===== src/hdl/exfat_des_pkg.sv =====
`timescale 1ns / 1ps
// Shared types and constants for the exFAT directory entry set parser.
// No dependencies; imported by exfat_dir_entry_set_parser_core.
package exfat_des_pkg;

    // Record kinds on the result stream
    localparam logic [1:0] KIND_CHAR = 2'd0;
    localparam logic [1:0] KIND_SET  = 2'd1;
    localparam logic [1:0] KIND_END  = 2'd2;

    // Entry type codes and byte offsets inside a 32-byte entry
    localparam logic [7:0] TYPE_FILE       = 8'h85;
    localparam logic [7:0] TYPE_END        = 8'h00;
    localparam logic [7:0] ATTR_DIR_MASK   = 8'h10;  // low byte of attribute word
    localparam logic [4:0] OFS_TYPE        = 5'd0;
    localparam logic [4:0] OFS_NAME_LEN    = 5'd3;
    localparam logic [4:0] OFS_ATTR        = 5'd4;
    localparam logic [4:0] OFS_ENTRY_LAST  = 5'd31;
    localparam logic [3:0] CHARS_PER_ENTRY = 4'd15;

    typedef struct packed {
        logic [1:0]  record_kind;
        logic [7:0]  name_char;
        logic        dir_attr;
        logic [31:0] start_cluster;
        logic [63:0] byte_length;
        logic [7:0]  name_chars;
        logic        last_of_run;
    } result_t;

endpackage


===== src/hdl/exfat_dir_entry_set_parser_core.sv =====
`timescale 1ns / 1ps
// exFAT directory entry set parser: byte-stream parse of file entry sets.
// Depends on exfat_des_pkg (result type, kind codes, entry constants).

// Takes one directory byte per clock on the s_ side and returns name
// characters, set descriptors and end-of-directory records on the m_ side,
// one record per word. An accepted byte is held in an input register,
// parsed there by a single level of field-capture logic, and its zero, one
// or two records are written into a small result queue of FIFO_DEPTH
// words that drives the m_ port directly. The first record of a byte thus
// passes the input register and the queue before it shows on m_tvalid.
// Bytes are taken every cycle as long as the queue has room for the
// records of both the byte in the input register and the next one; with
// a FIFO_DEPTH of 8 or more and a sink that takes a word every cycle this
// never stalls, since only a set descriptor or a name character followed
// by an end record makes two records from one byte. The parse restarts on a
// byte with s_tuser (first of directory) set; after an end record all bytes
// are dropped until such a byte arrives. A set cut off by s_tlast emits no
// descriptor, only the end record.
module exfat_dir_entry_set_parser_core
    import exfat_des_pkg::*;
#(
    parameter int FIFO_DEPTH = 8   // power of two, at least 4
) (
    input  logic         aclk,
    input  logic         aresetn,
    // input stream
    input  logic         s_tvalid,
    output logic         s_tready,
    input  logic [7:0]   s_tdata,   // [7:0] dir_byte
    input  logic         s_tuser,   // [0] first_of_directory
    input  logic         s_tlast,   // last_of_directory
    // result stream
    output logic         m_tvalid,
    input  logic         m_tready,
    output logic [119:0] m_tdata,   // [7:0] name_char, [8] dir_attr,
                                    // [40:9] start_cluster, [104:41] byte_length,
                                    // [112:105] name_chars, [119:113] zero
    output logic [1:0]   m_tuser,   // [1:0] record_kind
    output logic         m_tlast    // last_of_run
);

    localparam int PTR_W = $clog2(FIFO_DEPTH);
    localparam int CNT_W = $clog2(FIFO_DEPTH + 1);

    typedef enum logic [2:0] {
        PH_SEARCH,
        PH_FILE,
        PH_STREAM,
        PH_NAME,
        PH_DONE
    } phase_t;

    // Input register
    logic       in_valid_reg;
    logic [7:0] in_byte_reg;
    logic       in_first_reg;
    logic       in_last_reg;

    // Parse state
    phase_t      phase_reg,    phase_next;
    logic [4:0]  pos_reg,      pos_next;
    logic        dir_flag_reg, dir_flag_next;
    logic [7:0]  name_len_reg, name_len_next;
    logic [7:0]  rem_reg,      rem_next;
    logic [31:0] clus_reg,     clus_next;
    logic [63:0] dlen_reg,     dlen_next;

    // Records produced by the byte in the input register
    result_t    res0, res1;
    logic [1:0] res_n;

    // Result queue
    result_t            queue_mem [FIFO_DEPTH];
    logic [PTR_W-1:0]   wr_ptr_reg, rd_ptr_reg;
    logic [CNT_W-1:0]   count_reg;
    logic [CNT_W:0]     room_need;
    logic               pop;

    // Leave room for the pending byte and the one accepted now
    assign room_need = {1'b0, count_reg}
                     + (in_valid_reg ? (CNT_W+1)'(4) : (CNT_W+1)'(2));
    assign s_tready  = room_need <= (CNT_W+1)'(FIFO_DEPTH);

    assign m_tvalid = count_reg != '0;
    assign pop      = m_tvalid && m_tready;
    assign m_tuser  = queue_mem[rd_ptr_reg].record_kind;
    assign m_tlast  = queue_mem[rd_ptr_reg].last_of_run;
    assign m_tdata  = {7'b0,
                       queue_mem[rd_ptr_reg].name_chars,
                       queue_mem[rd_ptr_reg].byte_length,
                       queue_mem[rd_ptr_reg].start_cluster,
                       queue_mem[rd_ptr_reg].dir_attr,
                       queue_mem[rd_ptr_reg].name_char};

    // Parse one byte: field capture and record build
    always_comb begin
        phase_t     ph;
        logic [4:0] pos;
        logic [3:0] here;
        logic [3:0] char_idx;
        logic       emit_char;
        logic       emit_set;
        logic       emit_end;
        result_t    rec_char;
        result_t    rec_set;
        result_t    rec_end;

        // A first-of-directory byte restarts from the reset state
        ph            = in_first_reg ? PH_SEARCH : phase_reg;
        pos           = in_first_reg ? 5'd0  : pos_reg;
        dir_flag_next = in_first_reg ? 1'b0  : dir_flag_reg;
        name_len_next = in_first_reg ? 8'd0  : name_len_reg;
        rem_next      = in_first_reg ? 8'd0  : rem_reg;
        clus_next     = in_first_reg ? 32'd0 : clus_reg;
        dlen_next     = in_first_reg ? 64'd0 : dlen_reg;
        phase_next    = ph;
        pos_next      = pos;
        emit_char     = 1'b0;
        emit_set      = 1'b0;
        emit_end      = 1'b0;
        here          = (rem_next < 8'(CHARS_PER_ENTRY)) ? rem_next[3:0] : CHARS_PER_ENTRY;
        char_idx      = pos[4:1] - 4'd1;

        if (ph != PH_DONE) begin
            case (ph)
                PH_SEARCH: begin
                    if (pos == OFS_TYPE && in_byte_reg == TYPE_END) begin
                        emit_end   = 1'b1;
                        phase_next = PH_DONE;
                    end else if (pos == OFS_TYPE && in_byte_reg == TYPE_FILE) begin
                        phase_next = PH_FILE;
                    end
                end
                PH_FILE: begin
                    if (pos == OFS_ATTR) begin
                        dir_flag_next = (in_byte_reg & ATTR_DIR_MASK) != 8'd0;
                    end
                    if (pos == OFS_ENTRY_LAST) begin
                        phase_next = PH_STREAM;
                    end
                end
                PH_STREAM: begin
                    if (pos == OFS_NAME_LEN) begin
                        name_len_next = in_byte_reg;
                    end else if (pos inside {[5'd20:5'd23]}) begin
                        clus_next[8*pos[1:0] +: 8] = in_byte_reg;
                    end else if (pos inside {[5'd24:5'd31]}) begin
                        dlen_next[8*pos[2:0] +: 8] = in_byte_reg;
                    end
                    if (pos == OFS_ENTRY_LAST) begin
                        rem_next = name_len_next;
                        if (name_len_next == 8'd0) begin
                            emit_set   = 1'b1;
                            phase_next = PH_SEARCH;
                        end else begin
                            phase_next = PH_NAME;
                        end
                    end
                end
                PH_NAME: begin
                    emit_char = (pos != 5'd0) && !pos[0] && (char_idx < here);
                    if (pos == OFS_ENTRY_LAST) begin
                        rem_next = rem_next - {4'd0, here};
                        if (rem_next == 8'd0) begin
                            emit_set   = 1'b1;
                            phase_next = PH_SEARCH;
                        end
                    end
                end
                default: begin
                    phase_next = PH_SEARCH;
                end
            endcase
            pos_next = pos + 5'd1;
            // Out of data: close with an end record after anything else
            if (in_last_reg && phase_next != PH_DONE) begin
                emit_end   = 1'b1;
                phase_next = PH_DONE;
            end
        end

        rec_char             = '0;
        rec_char.record_kind = KIND_CHAR;
        rec_char.name_char   = in_byte_reg;

        rec_set               = '0;
        rec_set.record_kind   = KIND_SET;
        rec_set.dir_attr      = dir_flag_next;
        rec_set.start_cluster = clus_next;
        rec_set.byte_length   = dlen_next;
        rec_set.name_chars    = name_len_next;

        rec_end             = '0;
        rec_end.record_kind = KIND_END;

        // Order: character, then descriptor, then end record
        res0  = '0;
        res1  = rec_end;
        res_n = 2'd0;
        if (emit_char && emit_set) begin
            res0  = rec_char;
            res1  = rec_set;
            res_n = 2'd2;
        end else if (emit_char || emit_set) begin
            res0  = emit_char ? rec_char : rec_set;
            res_n = emit_end ? 2'd2 : 2'd1;
        end else if (emit_end) begin
            res0  = rec_end;
            res_n = 2'd1;
        end
        if (res_n == 2'd1) begin
            res0.last_of_run = 1'b1;
        end else if (res_n == 2'd2) begin
            res1.last_of_run = 1'b1;
        end

        if (!in_valid_reg) begin
            res_n = 2'd0;
        end
    end

    // Input register, parse state and queue control
    always_ff @(posedge aclk) begin
        if (!aresetn) begin
            in_valid_reg <= 1'b0;
            phase_reg    <= PH_SEARCH;
            pos_reg      <= 5'd0;
            dir_flag_reg <= 1'b0;
            name_len_reg <= 8'd0;
            rem_reg      <= 8'd0;
            clus_reg     <= 32'd0;
            dlen_reg     <= 64'd0;
            wr_ptr_reg   <= '0;
            rd_ptr_reg   <= '0;
            count_reg    <= '0;
        end else begin
            in_valid_reg <= s_tvalid && s_tready;
            if (in_valid_reg) begin
                phase_reg    <= phase_next;
                pos_reg      <= pos_next;
                dir_flag_reg <= dir_flag_next;
                name_len_reg <= name_len_next;
                rem_reg      <= rem_next;
                clus_reg     <= clus_next;
                dlen_reg     <= dlen_next;
            end
            wr_ptr_reg <= wr_ptr_reg + PTR_W'(res_n);
            if (pop) begin
                rd_ptr_reg <= rd_ptr_reg + PTR_W'(1);
            end
            count_reg <= count_reg + CNT_W'(res_n) - CNT_W'(pop);
        end
    end

    // Input payload and queue storage
    always_ff @(posedge aclk) begin
        if (s_tvalid && s_tready) begin
            in_byte_reg  <= s_tdata;
            in_first_reg <= s_tuser;
            in_last_reg  <= s_tlast;
        end
        if (res_n != 2'd0) begin
            queue_mem[wr_ptr_reg] <= res0;
        end
        if (res_n == 2'd2) begin
            queue_mem[wr_ptr_reg + PTR_W'(1)] <= res1;
        end
    end

    // Queue never overfills
    a_count_bound: assert property (@(posedge aclk) disable iff (!aresetn)
        count_reg <= CNT_W'(FIFO_DEPTH))
        else $error("result queue count above depth");

    // A pending byte always finds room for two records
    a_room_pending: assert property (@(posedge aclk) disable iff (!aresetn)
        in_valid_reg |-> count_reg <= CNT_W'(FIFO_DEPTH - 2))
        else $error("pending byte without queue room");

    // After the end record, bytes without a restart produce nothing
    a_done_silent: assert property (@(posedge aclk) disable iff (!aresetn)
        (phase_reg == PH_DONE && !in_first_reg) |-> res_n == 2'd0)
        else $error("record produced after end of directory");

    // A second record from one byte is a descriptor or an end record
    a_second_rec: assert property (@(posedge aclk) disable iff (!aresetn)
        res_n == 2'd2 |-> (res1.record_kind == KIND_END || res1.record_kind == KIND_SET))
        else $error("unexpected second record kind");

    // A pop with no push shrinks the queue by one
    a_pop_count: assert property (@(posedge aclk) disable iff (!aresetn)
        (pop && res_n == 2'd0) |=> count_reg == $past(count_reg) - CNT_W'(1))
        else $error("queue count not decremented on pop");

endmodule

===== config.mk =====
export PLATFORM = sky130hd
export DESIGN_NAME = exfat_dir_entry_set_parser_core
export DESIGN_NICKNAME = d
export VERILOG_FILES = /design/src/hdl/exfat_des_pkg.sv /design/src/hdl/exfat_dir_entry_set_parser_core.sv
export SDC_FILE = /design/constraint.sdc
export NUM_CORES = 2
export LEC_CHECK = 0
export BUFFER_PORTS_ARGS = -buffer_cell sky130_fd_sc_hd__buf_2
export CAP_MARGIN = 25
export CORE_MARGIN = 3
export CORE_UTILIZATION = 54
export CTS_BUF_LIST = sky130_fd_sc_hd__clkbuf_2 sky130_fd_sc_hd__clkbuf_4 sky130_fd_sc_hd__clkbuf_8
export DETAILED_ROUTE_END_ITERATION = 12
export GPL_ROUTABILITY_DRIVEN = 0
export PLACE_DENSITY = 0.72
export SLEW_MARGIN = 20
export SYNTH_ARGS = -nofsm -noshare
export SYNTH_HDL_FRONTEND = slang
export SYNTH_SLANG_ARGS = --single-unit

===== constraint.sdc =====
create_clock -name aclk -period 16.1 [get_ports aclk]
set_clock_uncertainty 0.2 [all_clocks]
set_input_delay 3.22 -clock aclk [delete_from_list [all_inputs] [get_ports aclk]]
set_output_delay 3.22 -clock aclk [all_outputs]
set_load 0.05 [all_outputs]

==> metrics.md <==
| Metric | Value |
|---|---|
| Outcome | finished clean |
| Hold WC Path Type | reg2reg |
| Hold buffer count at cts | 0 |
| Leading area contributor after synthesis | edfxtp_1 |
| Synth unique cells | 76 |
| Via-to-Cell Ratio | 6.89 |
| Seq/Total Area, Yosys | about three fifths |
| Post-DRT Antenna Nets | 0 |
| Sw frac | 31.9% |
| Max cap viols | 0 |
| Hold path depth | 2 |
| # rows | 110 |
| Number of DRC markers in iteration 0 | about 5300 |
| LEAKAGE | 15.8 nW |
| Setup Buffers After CTS | 0 |
| Sequential Area | 30200 um2 |
| Clk buf depth | 3 |
| Worst-Margin Slew | 1.15 ns |
| Int Pwr | 0.00503 W |
| Final hold viol count | 0 |
| Port bufs | approximately 130 |
| CP arrival | 5.02 ns |
| Final Non-Filler Cells | 5047 |
| Die Area | 94700 um2 |
| Synthesized instance count | 3710 |
| Final #Nets | 3768 |
| Initial antenna violation count | 4 |
| CTS tree | built |
| GRT Overall Usage | 30.1% |
| Crit path required time | between 10 and 15 ns |
| Worst reg-to-reg path cell count | 16 |
| Combinational share of power | 24.9% |
| Area of the multi-input gates | 17300 um2 |
| Total clock sinks | 1073 |
| Fin Setup TNS | 0 ns |
| First-pass iteration count of the detailed router | 6 |
| Top Ports | 139 |
| Share of cells above drive strength 1 | 24.3% |
| Tot Pwr | 0.00739 W |
| # DRC | 0 |
| Slew Viols, Final | 0 |
| PD cells | 137 nW/um2 |
| TritonCTS Buffers | 172 |
| Clock Power Share | 32.3% |
| RSZ-0062 raised after global routing | false |
| Die X | 308 um |
| Filler cell count | 6936 |
| Dpl cells | 4711 |
| GR Overflow Total | 0 |
| Yosys Warn Count | 0 |
| F_max | 119 MHz |
| Cells taking the most area after synthesis | edfxtp_1 (53%), mux4_2 (11%), a21oi_1 (9.5%) |
| Final WL | 144000 um |
| Ys flop type | edfxtp_1 |
| Crit. End Element | primary output |
| Yosys reg bits | 1073 |
| Starting Density | approximately 55% |
| Max reg flops | 928 |
| Root Driver | clkbuf_8 |
| Critical setup path kind | reg2out |
| Clk_lat worst skew | 0.86 ns |
| Top-area cell type share of the netlist area | 53.4% |
| Async SR Flop Fraction | 0% |
| Crit Path Max Fanout | 37 |
| Chip Height | 308 um |
| Minimum setup slack after placement | just over 8 ns |
| Drt wl/cell | roughly 29 um |
| Final Setup Violations | 0 |
| Mean Syn Cell Area | 13.3 um2 |
| Crit start category | flip-flop |
| Pin count of the biggest net entering global routing | roughly 100 |
| Switch Pwr | 0.00236 W |
| First-pass GRT wire length | 215000 um |
| Worst-path clk slew | around 0.06 ns |
| Via count | 34765 |
| Post-DP HPWL | 76100 um |
| Setup WS post-layout | 7.66 ns |
| Number of synthesized flops with an enable pin | 874 |
| Fin crit share | between 50% and 60% |
| Maximum VDD drop | 0.0822 mV |
| Sequential power share | 42.8% |
| Min cycle time layout | 8.44 ns |
| Max transition margin | 23.5% |
| H-tree depth | 4 |
| Resized cells post-CTS | 0 |
| Synth-to-layout area growth | 10.0% |
| Vias in the first global route | 34398 |
| Core box area | 90100 um2 |
| Mapped Area | 49200 um2 |
[cell usage after synthesis, types with 22 or more instances]
master	number
a211oi_1	108
mux4_2	232
dfxtp_1	199
edfxtp_1	874
buf_2	83
buf_4	48
o21ai_0	97
ha_1	26
a21oi_1	938
nor2_1	201
inv_1	28
nand2_1	96
mux2_2	126
nor3_1	22
a31oi_1	52
buf_1	39
clkbuf_1	209
nand3_1	75
nor2b_1	23
[routing by layer]
metal	GRT usage [%]	part of all wire [%]
met1	41.0	37
met2	47.1	47
met3	6.71	12
met4	12.4	3.9
met5	0	0
[per-stage QoR]
step,cell area (um2),hold WS [ns],util [%]
after CTS,53900,0.272,59.7
final,54100,0.272,60.0
after floorplan,49200,0.246,-
after global placement,50300,0.254,55.8
after global routing,54100,0.285,60.0
after detailed placement,50300,0.263,55.8
[cell families (layout without fill, tap and decap cells)]
family          after synthesis  count (layout)  share of synthesized area (%)
compound gates             1261            1261                           14.3
xor+xnor                     11              11                          0.196
fa+ha+maj                    29              29                          0.784
buf+inv                     413             565                           3.78
flops                      1073            1073                           61.5
mux                         371             371                           13.8
other cells                   1              10                        0.00763
simple gates                551             551                           5.70
[layout make-up]
type / count / area share (%)
tap: 1176 / 2.72
inverter: 31 / 0.220
multi-input combinational: 2230 / 32.1
clock buffer: 263 / 5.79
sequential: 1073 / 55.9
clock inverter: 54 / 0.696
timing repair buffer: 217 / 2.57
antenna: 3 / 0.0139
[power groups by stage]
| stage | Combinational, W | Sequential [W] | Clock, W |
|---|---|---|---|
| after floorplan | 0.00145 | 0.00316 | 0 |
| after global placement | 0.00181 | 0.00322 | 0 |
| after detailed placement | 0.00182 | 0.00322 | 0 |
| after CTS | 0.00183 | 0.00316 | 0.00240 |
| after global routing | 0.00194 | 0.00318 | 0.00253 |
| final | 0.00184 | 0.00317 | 0.00239 |
[placed cells by master (no fill, tap or decap), types with 7 or more instances in the layout]
cell type / netlist / routed
mux4_2: 232 / 232
conb_1: 1 / 7
a211oi_1: 108 / 108
or3_1: 13 / 13
mux2i_1: 13 / 13
nor4_1: 13 / 13
a32oi_1: 10 / 10
nor3_1: 22 / 21
clkinv_1: 0 / 25
clkbuf_4: 0 / 85
nand2_1: 96 / 90
edfxtp_1: 874 / 874
clkbuf_8: 0 / 185
nand3_1: 75 / 75
nand4_4: 0 / 9
and2_1: 19 / 19
a21oi_1: 938 / 938
ha_1: 26 / 26
buf_2: 83 / 132
o21ai_0: 97 / 96
a31oi_4: 8 / 8
inv_1: 28 / 28
mux2_2: 126 / 126
nor2b_1: 23 / 23
clkinv_2: 0 / 13
a31oi_2: 8 / 10
nor3b_1: 19 / 18
a22oi_1: 12 / 12
a31oi_1: 52 / 50
nand4_1: 11 / 11
dfxtp_1: 199 / 195
nor2_1: 201 / 201
buf_4: 48 / 72
[worst max-delay path, stage by stage, from the launching register on]
cell and delay, ns:
dfxtp_4 0.74, buf_4 0.65, buf_4 0.54, buf_12 0.30, buf_4 0.63, mux4_2 0.60
mux2_2 0.32, buf_2 0.22
[path summary, 6_finish.rpt]
path         slack, ns                            from                        endpoint
min reg2reg       0.27  queue_mem[6][108]$_SDFFE_PP0P_  queue_mem[6][108]$_SDFFE_PP0P_
max               7.66                       flip-flop                     m_tdata[90]
min               0.27  queue_mem[6][108]$_SDFFE_PP0P_  queue_mem[6][108]$_SDFFE_PP0P_
max reg2reg       8.56          in_first_reg$_DFFE_PP_      queue_mem[6][54]$_DFFE_PP_
(Power assumes the default switching activity.)
